--- src/rtl/core/kvi_pkg.sv ---
// Shared types and constants of the keyframe vector interpolator.
package kvi_pkg;

	localparam int KC_W    = 7;
	localparam int SLOT_W  = 6;
	localparam int SEG_W   = 6;
	localparam int VAL_W   = 32;
	localparam int BLEND_W = 17;
	localparam int FRAC_W  = 16;

	localparam logic [BLEND_W-1:0] BLEND_ONE  = BLEND_W'(65536);
	localparam logic [BLEND_W-1:0] BLEND_ZERO = '0;

	localparam logic REQ_LOAD   = 1'b0;
	localparam logic REQ_SAMPLE = 1'b1;

	typedef struct packed {
		logic [VAL_W-1:0] time_v;
		logic [VAL_W-1:0] x;
		logic [VAL_W-1:0] y;
		logic [VAL_W-1:0] z;
	} key_t;

	typedef struct packed {
		logic             valid;
		logic             found;
		logic [SEG_W-1:0] seg;
		logic [VAL_W-1:0] t;
		key_t             pv;
		key_t             en;
	} pkt_t;

	typedef struct packed {
		logic             we;
		logic [SLOT_W-1:0] slot;
		key_t             key;
	} load_t;

endpackage

--- src/rtl/core/kvi_div.sv ---
// Restoring divider giving a sixteen-bit fraction, one quotient bit a cycle.
module kvi_div import kvi_pkg::*; (
	input  logic              clk,
	input  logic              arst_n,
	input  logic              start,
	input  logic [VAL_W-1:0]  dividend,
	input  logic [VAL_W-1:0]  divisor,
	output logic              done,
	output logic [FRAC_W-1:0] quot
);

	logic              busy_q;
	logic [4:0]        cnt_q;
	logic [VAL_W-1:0]  rem_q;
	logic [VAL_W-1:0]  den_q;
	logic [FRAC_W-1:0] quot_q;
	logic              done_q;
	logic [VAL_W:0]    r2;
	logic              ge;

	assign r2 = {rem_q, 1'b0};
	assign ge = r2 >= {1'b0, den_q};

	always_ff @(posedge clk or negedge arst_n) begin
		if (!arst_n) begin
			busy_q <= 1'b0;
			done_q <= 1'b0;
			cnt_q  <= '0;
		end else begin
			done_q <= 1'b0;
			if (start) begin
				busy_q <= 1'b1;
				cnt_q  <= '0;
			end else if (busy_q) begin
				cnt_q <= cnt_q + 5'd1;
				if (cnt_q == 5'(FRAC_W - 1)) begin
					busy_q <= 1'b0;
					done_q <= 1'b1;
				end
			end
		end
	end

	always_ff @(posedge clk) begin
		if (start) begin
			rem_q <= dividend;
			den_q <= divisor;
		end else if (busy_q) begin
			rem_q  <= ge ? VAL_W'(r2 - {1'b0, den_q}) : r2[VAL_W-1:0];
			quot_q <= {quot_q[FRAC_W-2:0], ge};
		end
	end

	assign done = done_q;
	assign quot = quot_q;

endmodule
--- config.mk ---
export PLATFORM = sky130hd
export DESIGN_NAME = kvi_div
export DESIGN_NICKNAME = d
export VERILOG_FILES = /design/src/rtl/core/kvi_pkg.sv /design/src/rtl/core/kvi_div.sv
export SDC_FILE = /design/constraint.sdc
export NUM_CORES = 1
export LEC_CHECK = 0
export ABC_CLOCK_PERIOD_IN_PS = 2600
export BUFFER_PORTS_ARGS = -buffer_cell sky130_fd_sc_hd__buf_2
export CAP_MARGIN = 20
export CORE_ASPECT_RATIO = 1.75
export CORE_MARGIN = 3
export CORE_UTILIZATION = 50
export CTS_BUF_LIST = sky130_fd_sc_hd__clkbuf_2
export DETAILED_ROUTE_END_ITERATION = 7
export HOLD_SLACK_MARGIN = 0.15
export PLACE_DENSITY = 0.72
export SYNTH_ARGS = -nofsm -noshare
export SYNTH_HDL_FRONTEND = slang
export SYNTH_SLANG_ARGS = --single-unit
--- constraint.sdc ---
create_clock -name clk -period 2.6 [get_ports clk]
set_clock_uncertainty 0.1 [all_clocks]
set_input_delay 0.13 -clock clk [delete_from_list [all_inputs] [get_ports clk]]
set_output_delay 0.13 -clock clk [all_outputs]
set_load 0.01 [all_outputs]
### After elaboration in Yosys (flattened, before gate mapping)

Cells that the tools add are included.
W data, S select, Z words.

| cells by class | value |
|---|---|
| add/subtract/negate cells | 2 |
| order comparisons | 1 |
| equality and inequality tests | 1 |
| muxes and demuxes | 11 |
| bitwise gates (word level) | 1 |
| reductions and logical operators | 2 |

Operators with widths:

| kind | number |
|---|---|
| $mux W32 | 3 |
| $ge A33 B32 Y1 | 1 |
| $sub A32 B32 Y32 | 1 |
| $mux W5 | 2 |
| $mux W1 | 6 |
| $add A5 B1 Y5 const B | 1 |
| $eq A5 B4 Y1 const B | 1 |
| $reduce_and A2 Y1 | 1 |
| $reduce_bool A2 Y1 | 1 |
| $not A1 Y1 | 1 |

| word-level totals | value |
|---|---|
| register bits | 87 |
| bits of input ports | 67 |
| word-level logic and storage cells | 24 |

### Longest topological paths before layout

| depth | value |
|---|---|
| word-level depth | 4 |
| mapped depth | 14 |
| mapped depth without buffers | 12 |

### Worst setup path before layout

No wires, ideal clock.

| path | value |
|---|---|
| path type | register to register |
| start point | register rem_q[9] |
| end point | register rem_q[29], data pin |
| setup time | 0.275 ns |
| arrival | 2.547 ns |
| data required time | 2.225 ns |
| path slack | -0.322 ns |
| cell stages (with the launch flop) | 12 |
| buffers on the path | 1 |
| clock period less this slack | 2.922 ns |
| path through | edfxtp_1 ha_1 and3_4 and3_1 and4_4 a2111oi_4 nand3_1 o31ai_1 clkbuf_1 nor4_1 mux2i_1 o311ai_2 |

| on the way | value |
|---|---|
| cells in the longest elaborated chain, start to end | 4 |

Ends and longest elaborated chain:

| item | line | RTL |
|---|---|---|
| start: declaration | kvi_div.sv:14 | `logic [VAL_W-1:0] rem_q;` |
| start signal: assignment | kvi_div.sv:46 | `rem_q <= dividend;` |
| start signal: assignment | kvi_div.sv:49 | `rem_q <= ge ? VAL_W'(r2 - {1'b0, den_q}) : r2[VAL_W-1:0];` |
| $sub A32 B32 Y32 / $ge A33 B32 Y1 (equally long branches) | kvi_div.sv:49, kvi_div.sv:22 |  |
| $mux W32 * | kvi_div.sv:49 |  |
| $mux W32 * | kvi_div.sv:48 | `end else if (busy_q) begin` |
| $mux W32 * | kvi_div.sv:45 | `if (start) begin` |

Mark *: on every way between the ends. The rest lies on a longest branch, timed or not. The select of a mux whose other input is x is not followed.
A chain may end at the register's enable or synchronous reset.

### Final worst setup path

| path | value |
|---|---|
| start point | register rem_q[0] |
| end point | register rem_q[23], data pin |

Same word-level chain as after synthesis.

==> results.py <==
metrics = {
    "run_status": {
        "outcome": "complete, but fails checks",
        "violations": "setup timing",
    },
    "clock_network": {
        "clkSlewWorstSetupHoldPaths_ns": 0.27,
        "clk_path_buf_depth": 2,
        "cts_buffers": 9,
        "cts_tree": "yes",
        "htreeDepth": 3,
        "clock_latency_ns": 0.60,
        "cts.sinks": 87,
        "cts_root_buf": "clkbuf_2",
    },
    "routing": {
        "wl_per_cell_um": 17.01,
        "drtIter0Drc": 311,
        "ant_nets": 0,
        "drt-total-wl_um": 15890,
        "dr_total_vias": 5164,
        "vias_per_cell": 5.529,
        "drc": 0,
        "firstDrtPassIters": 6,
    },
    "timing": {
        "finalCritPeriodShare": 1.165,
        "setup_violations": 33,
        "slew_headroom": 0.6589,
        "drv_slew": 0,
        "fin_tns_setup_ns": -11.11,
        "fin_ws_ns": -0.4281,
        "fmax_ghz": 0.3302,
        "rsz0062_at_grt": "yes",
        "final_hold_viol_count": 0,
        "tightest_slew_ns": 0.5117,
        "period_needed_ns": 3.028,
    },
    "synth": {
        "synth_top_area_cell": "edfxtp_1",
        "yosysWarnings": 0,
        "syn_avg_cell_area_um2": 10.47,
        "synth_most_common_cell": "edfxtp_1",
        "synth_edf_count": 80,
        "yosys-top-cells-count": "edfxtp_1 (80), nand2_1 (45), a21oi_1 (42), inv_1 (39), ha_1 (34)",
        "synthArstFlopShare": 0.08046,
        "yosysUniqueCellTypes": 60,
        "synth_top_area_share": 0.4561,
        "ys_top_cells_by_area": "edfxtp_1 (46%), ha_1 (8.1%), a21oi_1 (4.0%)",
        "syn_inst": 503,
        "synth_nets": 605,
        "yosysSeqAreaShare": 0.4893,
        "synth_seq_cells": 87,
        "synthFlopType": "edfxtp_1",
        "syn_area_um2": 5268,
    },
    "pwr": {
        "power.share.switching": 0.4207,
        "p_sw_uw": 3940,
        "power_uw": 9365,
        "intPower_uw": 5425,
        "power.share.clock": 0.083,
        "power_frac_seq": 0.237,
        "leakagePower_uw": 0.003645,
        "power_frac_comb": 0.680,
        "ir_worst_vdd_mv": 0.7649,
        "power_density_nw_per_um2": 1140,
    },
    "job": {
        "cap_violations": 0,
    },
    "final_layout": {
        "nets": 903,
        "syn_to_final_growth_pct": 55.89,
        "layout-drive-gt1-share": 0.3362,
    },
    "worst_setup_path": {
        "crit_arrival_ns": 3.26,
        "cp_max_fo": 5,
        "path_class": "reg2reg",
        "timing.critical_path.from_type": "flip-flop",
        "cp.required_ns": 2.83,
        "endpoint_kind": "flip-flop",
    },
    "floorplan": {
        "core-area_um2": 10300,
        "dieArea_um2": 11850,
        "chipWidth_um": 83.59,
        "start_util": 0.5114,
        "ios": 84,
        "die_h_um": 141.8,
        "rows": 49,
    },
    "global_routing": {
        "grt_antenna_before_repair": 1,
        "grt_pass1_wl_um": 25210,
        "grt_max_degree": 47,
        "overflow": 0,
        "grt_pass1_vias": 5440,
        "grt_usage": 0.2654,
    },
    "place": {
        "io_buffer_count": 83,
        "dp_hpwl_um": 10030,
        "gp_congestion": 0.9294,
    },
    "min_path": {
        "min-delay-path-class": "in2reg",
    },
}
[critical path, cell delays in order, from the launching register on]
cell      delay, ns
edfxtp_1       0.51
ha_4           0.32
nand2b_4       0.05
a211o_1        0.29
a21oi_2        0.19
a31oi_2        0.12
o211ai_2       0.21
a31oi_2        0.14
or2_4          0.32
buf_8          0.15
buf_4          0.15
a21oi_2        0.16
o21ai_2        0.07
[power by group through the flow]
stage / Clock, µW / Combinational (µW) / Sequential, µW
after CTS: 784 / 5750 / 2190
after global placement: 0 / 5100 / 2200
after global routing: 851 / 6860 / 2260
after floorplan: 0 / 3320 / 2170
final: 775 / 6370 / 2220
after detailed placement: 0 / 5220 / 2220
[cell families (layout without fill, tap and decap cells)]
group	count (synthesis)	count (layout)	share of synthesized area
AOI/OAI and AO/OA	145	145	0.1741
and+or+nand+nor	123	123	0.1119
DFF	87	87	0.4893
buffers and inverters	61	364	0.04822
adders and majority gates	35	35	0.08456
xor gates and xnor gates	31	31	0.05154
muxes	21	21	0.04038
other	0	1	0
[routing by layer]
| metal | up-vias | global-route usage | share of wire |
|---|---|---|---|
| li1 | 2432 | - | - |
| met1 | 2459 | 0.2775 | 0.36 |
| met2 | 199 | 0.5002 | 0.54 |
| met3 | 74 | 0.03719 | 0.045 |
| met4 | 0 | 0.1492 | 0.051 |
| met5 | - | 0 | 0 |
[per-stage QoR]
| step | worst slack, ns | cell area, µm² | hold WS, ns | std cells | utilization |
|---|---|---|---|---|---|
| CTS | -0.3700 | 7966 | 0.1521 | 924 | 0.7734 |
| detailed placement | -0.4927 | 6578 | -0.1322 | 792 | 0.6386 |
| global route | -0.5096 | 8212 | 0.1730 | 934 | 0.7973 |
| finish | -0.4281 | 8212 | 0.1884 | 934 | 0.7973 |
| floorplan | -0.1844 | 5363 | -0.2656 | 503 | - |
| global placement | -0.4029 | 6578 | -0.1329 | 792 | 0.6386 |
[path summary, 6_finish.rpt]
kind	start	cells past startpoint	slack [ns]	endpoint
min	divisor[19]	2	0.19	den_q[19]
max in group asynchronous	arst_n	3	1.83	cnt_q[1]
min in group asynchronous	arst_n	3	0.35	cnt_q[3]
max	rem_q[0]	12	-0.43	rem_q[23]
min reg2reg	quot[8]	0	0.39	quot[9]
max reg2reg	rem_q[0]	12	-0.43	rem_q[23]
[flip-flops by register name, summed over array words and instances, names as in the netlist]
register	count
busy_q	1
cnt_q	5
den_q	32
done	1
quot	16
rem_q	32
[area by class of cell]
class	count	area, µm²
antenna	1	2.502
clock buffer	9	45.04
clock inverter	7	85.08
fill	637	2088
inverter	41	166.4
multi-input combinational	355	2773
sequential	87	2577
tap	127	158.9
timing repair buffer	307	2404
[what timing repair did]
item / CTS / global route
pin swaps: 17 / 19
resized for setup: 29 / 29
setup buffers: 5 / 6
setup endpoints to repair: 33 / 33
endpoints found under the hold margin: 124 / 2
hold buffers: 111 / 2
[layout by cell type, fill, tap and decap left out, types with 3 or more instances in the layout]
cell | Yosys | routed
o31ai_1 | 6 | 4
edfxtp_1 | 80 | 80
o21ai_0 | 20 | 18
xor2_1 | 13 | 13
a31oi_1 | 6 | 4
inv_1 | 39 | 37
nor3_1 | 11 | 9
nand2b_1 | 5 | 4
o21ai_2 | 0 | 7
nor2b_1 | 4 | 3
dlygate4sd3_1 | 0 | 113
a21oi_4 | 0 | 3
xnor2_1 | 18 | 18
o21a_1 | 6 | 6
and3_1 | 7 | 6
ha_1 | 34 | 22
a31oi_2 | 1 | 3
clkbuf_2 | 0 | 9
o21bai_1 | 5 | 5
nand4_1 | 5 | 5
ha_4 | 0 | 11
nand2_1 | 45 | 42
o21ai_1 | 27 | 22
dfrtp_1 | 7 | 7
a21oi_2 | 1 | 11
inv_6 | 0 | 3
a211o_1 | 4 | 4
a21oi_1 | 42 | 29
nand2_2 | 0 | 3
a21o_1 | 12 | 12
nand3_1 | 8 | 8
buf_2 | 3 | 83
nor2_1 | 26 | 26
buf_4 | 1 | 108
mux2i_1 | 19 | 17
No activity file was read; power rests on OpenSTA's default activity.
