===== src/rtl/core/kvi_pkg.sv =====
// Shared types and constants of the keyframe vector interpolator.
package kvi_pkg;

	localparam int KC_W    = 7;
	localparam int SLOT_W  = 6;
	localparam int SEG_W   = 6;
	localparam int VAL_W   = 32;
	localparam int BLEND_W = 17;
	localparam int FRAC_W  = 16;

	localparam logic [BLEND_W-1:0] BLEND_ONE  = BLEND_W'(65536);
	localparam logic [BLEND_W-1:0] BLEND_ZERO = '0;

	localparam logic REQ_LOAD   = 1'b0;
	localparam logic REQ_SAMPLE = 1'b1;

	typedef struct packed {
		logic [VAL_W-1:0] time_v;
		logic [VAL_W-1:0] x;
		logic [VAL_W-1:0] y;
		logic [VAL_W-1:0] z;
	} key_t;

	typedef struct packed {
		logic             valid;
		logic             found;
		logic [SEG_W-1:0] seg;
		logic [VAL_W-1:0] t;
		key_t             pv;
		key_t             en;
	} pkt_t;

	typedef struct packed {
		logic             we;
		logic [SLOT_W-1:0] slot;
		key_t             key;
	} load_t;

endpackage


===== src/rtl/core/kvi_cell.sv =====
// One keyframe cell: holds a key and moves the search packet on by one place.
module kvi_cell import kvi_pkg::*; #(
	parameter int IDX = 0
) (
	input  logic            clk,
	input  logic            arst_n,
	input  load_t           load,
	input  logic [KC_W-1:0] n,
	input  pkt_t            pkt_in,
	output pkt_t            pkt_out
);

	key_t key_q;
	pkt_t nxt;
	pkt_t pkt_q;

	always_ff @(posedge clk) begin
		if (load.we && ({{(32-SLOT_W){1'b0}}, load.slot} == 32'(IDX))) begin
			key_q <= load.key;
		end
	end

	always_comb begin
		nxt = pkt_in;
		if (pkt_in.valid && !pkt_in.found) begin
			if (IDX == 0) begin
				nxt.pv = key_q;
			end else if (32'(IDX) < {{(32-KC_W){1'b0}}, n}) begin
				if (pkt_in.t < key_q.time_v) begin
					nxt.found = 1'b1;
					nxt.seg   = SEG_W'(IDX - 1);
					nxt.en    = key_q;
				end else begin
					nxt.pv = key_q;
					if (IDX == 1) begin
						nxt.en = key_q;
					end
				end
			end
		end
	end

	always_ff @(posedge clk or negedge arst_n) begin
		if (!arst_n) begin
			pkt_q <= '0;
		end else begin
			pkt_q <= nxt;
		end
	end

	assign pkt_out = pkt_q;

endmodule


===== config.mk =====
export PLATFORM = sky130hd
export DESIGN_NAME = kvi_cell
export DESIGN_NICKNAME = d
export VERILOG_FILES = /design/src/rtl/core/kvi_pkg.sv /design/src/rtl/core/kvi_cell.sv
export SDC_FILE = /design/constraint.sdc
export NUM_CORES = 1
export LEC_CHECK = 0
export BUFFER_PORTS_ARGS = -buffer_cell sky130_fd_sc_hd__buf_2
export CAP_MARGIN = 20
export CORE_AREA = 2 2 287 289
export DETAILED_ROUTE_END_ITERATION = 10
export DIE_AREA = 0 0 289 291
export PLACE_DENSITY_LB_ADDON = 0.08
export SYNTH_ARGS = -nofsm -noshare
export SYNTH_HDL_FRONTEND = slang
export SYNTH_SLANG_ARGS = --single-unit

===== constraint.sdc =====
create_clock -name clk -period 0.8 [get_ports clk]
set_input_delay 0.12 -clock clk [delete_from_list [all_inputs] [get_ports clk]]
set_output_delay 0.12 -clock clk [all_outputs]
set_load 0.01 [all_outputs]

* After elaboration in Yosys (flattened, before gate mapping)
Index checks and enable logic that the tools add are counted.
** Word-level totals
- Bits in registers :: 424
- Input bits :: 440
- Output and inout bits :: 296
- Logic and storage cells :: 21
** Cells by class
- Mux-type cells :: 1
- Reduce and logical (&&, ||, !) cells :: 4
** Operators by type and width (count)
- $mux W256 :: 1
- $logic_not A6 Y1 :: 1
- $logic_and A1 B1 Y1 :: 2
- $logic_not A1 Y1 :: 1

* Longest topological paths before layout
Gate-level depths: netlist of the first run.
- Depth in word-level cells :: 3
- Depth in mapped cells :: 4
- Depth with buffers taken out :: 2

* Worst setup path before layout of the first run
Ideal clock, no wire load.
- Path kind :: input port to flip-flop
- From :: input load[130] in the netlist's numbering
- To :: register key_q[0] in the netlist's numbering, enable pin
- Library setup time :: 0.943 ns
- Arrival time :: 12.691 ns
- Data required time :: -0.143 ns
- Path slack :: -12.834 ns
- Stages :: 2
- Path buffers :: 0
- Cell sequence :: or4b_1 > nor4_1
** On the way
- Word-level cells in the longest chain between the ends :: 2
** Ends and longest elaborated chain
- start: declaration :: RTL line kvi_cell.sv:7 : input load_t load,
- $logic_not A6 Y1 :: RTL line kvi_cell.sv:18 : if (load.we && ({{(32-SLOT_W){1'b0}}, load.slot} == 32'(IDX))) begin
- $logic_and A1 B1 Y1 :: RTL line kvi_cell.sv:18
- end signal: assignment :: RTL line kvi_cell.sv:19 : key_q <= load.key;
- end: declaration :: RTL line kvi_cell.sv:13 : key_t key_q;
No other way between the ends.
A chain may end at the register's enable or synchronous reset.

* Worst setup path after layout of the first run
- From :: register pkt_q (netlist bit pkt_out[128])
- To :: output pkt_out[128] in the netlist's numbering
** RTL lines
- start: declaration :: RTL line kvi_cell.sv:15 : pkt_t pkt_q;
- start signal: assignment :: RTL line kvi_cell.sv:47 : pkt_q <= nxt;
- end: declaration :: RTL line kvi_cell.sv:10 : output pkt_t pkt_out
No word-level cell between the ends.

==> metrics.yaml, run 1 <==
status: "finished, violations left"
violations: "negative setup slack"
fin_crit_sh: 1.58
pwr_density_cell_nw_per_um2: 2010
synth.distinct_cells: 8
clk_latency_ns: 0.59
vias_per_cell: 3.37
async_flop_share: 0.698
wl_per_cell_um: 18.5
yosysMostFrequentCell: "dfrtp_1"
critPathLaunchType: "flip-flop"
grt_pass1_vias: 11500
cts_num_sinks: 424
grt.overflow.total: 0
die_area_sq_um: 84100
r2r_start: "key_q[126]$_DFFE_PP_"
leakagePower_nw: 12.2
cts_htree_levels: 2
grt_antenna_before_repair: 10
worst-path-buf-inv: 1
nFillCells: 8140
die_height_um: 291
yosysSeqAreaShare: 0.848
cp_cell_sequence: "buf_6"
grt_pass1_wl_mm: 77.9
nNetsFinal: 2279
hold_ws_ns: 0.100
grt_max_degree: 73
dp_hpwl_mm: 42.8
start_util: 0.163
syn-num-nets: 1009
synth.top_cell.area_share: 0.558
crit_family: "flip-flops"
clkTransAtPathRegs_ns: 0.06
pin_count: 736
yosysWarnings: 0
worstPathMaxFanout: 1
post-place-ws_ns: -0.986
drc: 0
r2r_slack_ns: -0.20
rows: 105
setup_viol: 427
min_path_type: "in2async"
rsz0062_at_grt: "true"
yosys-top-cells-count: "dfrtp_1 (296), edfxtp_1 (128), mux2_4 (102)"
totalPowerFinal_mw: 53.4
setup_tns_ns: -161.21
area.growth.synth_to_final_pct: 100
setup_ws_ns: -0.464
grt_usage: 0.127
core-area_sq_um: 81200
max-clock-path-buffers: 3
tightest_slew_ns: 0.397
max_slew_margin: 0.735
ir_worst_vdd_uv: 1200
die_width_um: 289
vias: 9952
cts_tree: "yes"
synth_top_cell_by_area: "dfrtp_1"
initialDrtViolationCount: 238
avgSynthCellArea_sq_um: 23.3
critical_path_required_ns: 0.68
max_freq_mhz: 791
fin_crit_ns: 1.26
worstPathArrival_ns: 1.14
end_kind: "output port"
synth-edff-count: 128
drv_cap: 0
drive_gt1_frac: 0.541
synth-main-ff-cell: "dfrtp_1"
ys_ff_latch: 424
port_buffers: 728
critPathSlowestCell: "dfrtp_1"
synthTopCellsByArea: "dfrtp_1 (56%), edfxtp_1 (29%), mux2_4 (12%)"
synth_area_sq_um: 13300
final_max_slew_viol_count: 0
cp-startpoint: "pkt_out[128]$_DFF_PN0_"
numCtsBuffers: 52
clock_skew_ns: 0.0166
totalWireLength_mm: 54.8
slowest_delay_ns: 0.42
hold_violations: 0
critPathKind: "reg2out"
gp_routability_congestion: 0.784
netlist_instances: 569
first_pass_iters: 4
cts-root-buf: "clkbuf_16"
antenna_left: 0
## kinds of logic (layout without fill, tap and decap cells)
kind of cell           Yosys count  after routing  share of synthesized area
buffers and inverters           14           1321                     0.0119
and+or+nand+nor                  3              3                    0.00226
DFF                            424            424                      0.848
other                            0              9                          0
muxes                          128            128                      0.138
## cells in the final DEF, fill, tap and decap left out, drive strengths merged
| cell type | count |
|---|---|
| clkbuf | 78 |
| clkinvlp | 1 |
| dfrtp | 296 |
| nor4 | 1 |
| dlygate4sd3 | 425 |
| inv | 3 |
| edfxtp | 128 |
| buf | 805 |
| diode | 9 |
| clkinv | 8 |
| or4b | 1 |
| bufinv | 1 |
| mux2 | 128 |
| nand2b | 1 |
## registers in the layout, summed over array words and instances, names as in the netlist
| register | cells |
|---|---|
| key_q | 128 |
| pkt_out | 296 |
## worst paths after layout
check,endpoint,cells past startpoint
hold / removal,pkt_out[38]$_DFF_PN0_,3
hold reg to reg,pkt_out[189]$_DFF_PN0_,1
setup reg to reg,pkt_out[254]$_DFF_PN0_,1
max in group asynchronous,pkt_out[169]$_DFF_PN0_,4
min in group clk,pkt_out[251]$_DFF_PN0_,4
setup / recovery,pkt_out[128],1
## layout make-up
| class | instances | area (sq um) | share of cell area |
|---|---|---|---|
| Antenna cell | 9 | 22.5 | 0.000849 |
| Clock buffer | 78 | 1560 | 0.0588 |
| Clock inverter | 13 | 111 | 0.00420 |
| Multi-Input combinational cell | 131 | 1970 | 0.0743 |
| Sequential cell | 424 | 11300 | 0.424 |
| Tap cell | 1070 | 1340 | 0.0505 |
| Timing Repair Buffer | 1230 | 10300 | 0.387 |
## timing repair
action                     in CTS  in global routing
buffers inserted               16                  5
hold buffers                  425                  0
resized for setup             294                 39
gates cloned                    9                  0
setup endpoints to repair     428                432
pin swaps                       1                  2
hold endpoints to repair      720                  0
## per-layer routing
metal,GRT usage,wire length (um)
met1,0.128,18800
met2,0.236,29100
met3,0.0490,5170
met4,0.0445,1750
met5,0,11
## where the power goes
group | total [mW] | internal, mW | switching, mW
sequential | 23.6 | 23.3 | 0.368
clock | 22.9 | 13.7 | 9.24
combinational | 6.81 | 4.27 | 2.53
## stage by stage
stage	utilization	std cells	cell area, sq um
3_5_place_dp	0.234	2410	19000
3_3_place_gp	0.234	2410	19000
4_1_cts	0.326	2950	26500
5_1_grt	0.327	2954	26500
6_report	0.327	2955	26500
2_1_floorplan	-	569	13500
(Power assumes the default switching activity.)
==> run 2, diff against run 1 <==
ABC_CLOCK_PERIOD_IN_PS = 800   (was not set)
CORE_AREA = 2 2 284 286   (was 2 2 287 289)
CTS_BUF_LIST = sky130_fd_sc_hd__clkbuf_4   (was not set)
DIE_AREA = 0 0 286 288   (was 0 0 289 291)
==> run 2 against run 1 <==
Effect of this change: the flow now stops in clock tree synthesis (4_1_cts); synthesized cell count stayed put; synthesized area stayed put.
==> metrics.yaml, run 2 <==
status: "aborted with a tool error"
haltStage: "clock tree synthesis (4_1_cts)"
error_line: "[ERROR RSZ-0060] Max buffer count reached."
post-place-ws_ns: -0.984
pin_count: 736
port_buffers: 728
die_width_um: 286
synthTopCellsByArea: "dfrtp_1 (56%), edfxtp_1 (29%), mux2_4 (12%)"
synth-edff-count: 128
gp_routability_congestion: 0.771
post_cts_buffers: 0
synth_area_sq_um: 13300
yosys-top-cells-count: "dfrtp_1 (296), edfxtp_1 (128), mux2_4 (102)"
cts_resized: 275
netlist_instances: 569
max-clock-path-buffers: 3
cts_htree_levels: 4
cts_num_sinks: 424
dp_hpwl_mm: 41.7
yosysWarnings: 0
die_height_um: 288
async_flop_share: 0.698
numCtsBuffers: 130
synth_top_cell_by_area: "dfrtp_1"
yosysMostFrequentCell: "dfrtp_1"
syn-num-nets: 1009
synth.top_cell.area_share: 0.558
ys_ff_latch: 424
start_util: 0.167
synth-main-ff-cell: "dfrtp_1"
avgSynthCellArea_sq_um: 23.3
rows: 104
cts-root-buf: "clkbuf_4"
yosysSeqAreaShare: 0.848
synth.distinct_cells: 8
cts-hold-fix-buffers: 531
[run 2: cell counts after synthesis]
Identical to the previous run, type by type.
[run 2: per-stage QoR]
| stage | cell area [sq um] | util | cells | setup TNS (ns) |
|---|---|---|---|---|
| detailed placement | 19000 | 0.238 | 2410 | -166.50 |
| floorplan | 13500 | - | 569 | -579.20 |
| global placement | 19000 | 0.238 | 2410 | -166.46 |
[run 2: kinds of logic after synthesis]
group | after synthesis | share of synthesized area
buffers and inverters | 14 | 0.0119
multiplexers | 128 | 0.138
flip-flops | 424 | 0.848
AND/OR/NAND/NOR | 3 | 0.00226
==> run 3, diff against run 2 <==
ABC_CLOCK_PERIOD_IN_PS = 1000   (was 800)
CORE_AREA = 2 2 289 291   (was 2 2 284 286)
CTS_BUF_LIST = not set   (was sky130_fd_sc_hd__clkbuf_4)
DIE_AREA = 0 0 291 293   (was 0 0 286 288)
PLACE_DENSITY_LB_ADDON = 0.15   (was 0.08)
clock period = 1 ns   (was 0.8 ns; I/O delays follow)
==> run 3 against run 2 <==
Effect of this change: the flow now finishes, with violations (negative setup slack).
==> metrics.yaml, run 3 (synthesis results as in run 1) <==
grt_usage: 0.116
r2r_start: "key_q[99]$_DFFE_PP_"
fin_area_sq_um: 25800
hold_violations: 0
most-common-layout-cells: "buf_2 (572), dlygate4sd3_1 (426), dfrtp_1 (296), buf_6 (156), edfxtp_1 (128)"
drc: 0
grt_antenna_before_repair: 4
critPathSlowestCell: "dfrtp_1"
critical_path_required_ns: 0.85
die_area_sq_um: 85300
rsz0062_at_grt: "true"
grt_pass1_wl_mm: 73.4
cts_htree_levels: 2
reg2reg_to: "pkt_out[227]$_DFF_PN0_"
min_path_cells: 4
seqCellArea_sq_um: 11300
clk_latency_ns: 0.59
cp_cell_sequence: "buf_2"
port_buffers: 728
nFillCells: 8131
worstPathMaxFanout: 1
worst-path-buf-inv: 1
cts_num_sinks: 424
place_area_sq_um: 18700
min_path_type: "in2reg"
max_slew_margin: 0.687
grt_pass1_vias: 11500
setup_viol: 430
core-area_sq_um: 81800
critPathLaunchType: "flip-flop"
final_common_cell: "buf_2"
antenna_left: 0
totalPowerFinal_mw: 41.4
drive_gt1_frac: 0.536
clkTransAtPathRegs_ns: 0.06
multi_input_area_sq_um: 1870
end_kind: "output port"
setup_tns_ns: -85.36
die_width_um: 291
leakagePower_nw: 11.8
largest_reg_flops: 296
cts_tree: "yes"
critPathKind: "reg2out"
area.growth.synth_to_final_pct: 94.7
die_height_um: 293
wl_per_cell_um: 17.1
fin_crit_sh: 1.28
max_freq_mhz: 780
nNetsFinal: 2266
grt_max_degree: 61
clock_skew_ns: 0.0185
crit_family: "flip-flops"
r2r_slack_ns: 0.07
rows: 105
first_pass_iters: 4
numCtsBuffers: 49
ir_worst_vdd_uv: 981
fin_crit_ns: 1.28
worstPathArrival_ns: 1.13
totalWireLength_mm: 50.3
violations: "negative setup slack"
setup_ws_ns: -0.283
reg2regPathDepth: 1
gp_routability_congestion: 0.794
cts-root-buf: "clkbuf_16"
tightest_slew_ns: 0.468
final_max_slew_viol_count: 0
vias: 9850
worstHoldEndpoint: "pkt_out[140]$_DFF_PN0_"
grt.overflow.total: 0
pwr_density_cell_nw_per_um2: 1600
hold_ws_ns: 0.169
status: "finished, violations left"
vias_per_cell: 3.35
drv_cap: 0
dp_hpwl_mm: 38.1
slowest_delay_ns: 0.40
hold_start: "pkt_in[295]"
start_util: 0.162
initialDrtViolationCount: 204
max-clock-path-buffers: 3
pin_count: 736
[run 3: timing repair]
action	in CTS	in global routing
hold buffers	426	1
setup buffers	13	0
gates resized for setup	256	38
gates cloned	6	0
endpoints found under the setup margin	424	431
endpoints found under the hold margin	720	6
[run 3: how the worst max path moves through the flow]
stage / slack [ns] / from / endpoint / depth (start not counted)
after floorplan: -4.19 / load[130] / key_q[0]$_DFFE_PP_ / 2
after global placement: -0.80 / load[130] / key_q[82]$_DFFE_PP_ / 5
after detailed placement: -0.80 / load[130] / key_q[81]$_DFFE_PP_ / 5
after CTS: -0.37 / pkt_out[163]$_DFF_PN0_ / pkt_out[163] / 1
after global routing: -0.34 / pkt_out[163]$_DFF_PN0_ / pkt_out[163] / 1
final: -0.28 / pkt_out[287]$_DFF_PN0_ / pkt_out[287] / 1
[run 3: through the flow]
step / worst slack, ns / cells / util
finish: -0.283 / 2938 / 0.316
global route: -0.345 / 2937 / 0.316
floorplan: -4.19 / 569 / -
CTS: -0.373 / 2945 / 0.315
global placement: -0.796 / 2411 / 0.229
detailed placement: -0.796 / 2411 / 0.229
[run 3: metal layers]
metal,routed length [um],track usage,vias up,share of wire
li1,-,-,4530,-
met1,17500,0.117,4801,0.35
met2,27000,0.217,439,0.54
met3,4020,0.0398,78,0.080
met4,1830,0.0437,2,0.036
met5,13,0,-,0.00026
[run 3: area by class of cell]
class,count,area share
Sequential cell,424,0.436
Multi-Input combinational cell,131,0.0725
Tap cell,1070,0.0518
Antenna cell,3,0.000291
Timing Repair Buffer,1220,0.379
Clock inverter,13,0.00363
Clock buffer,77,0.0574
[run 3: report_power, final]
part           switching (mW)  leakage [nW]  internal [mW]
sequential              0.281          4.60           18.6
combinational            1.92          6.45           3.23
clock                    7.19         0.774           10.2
total                    9.40          11.8           32.0
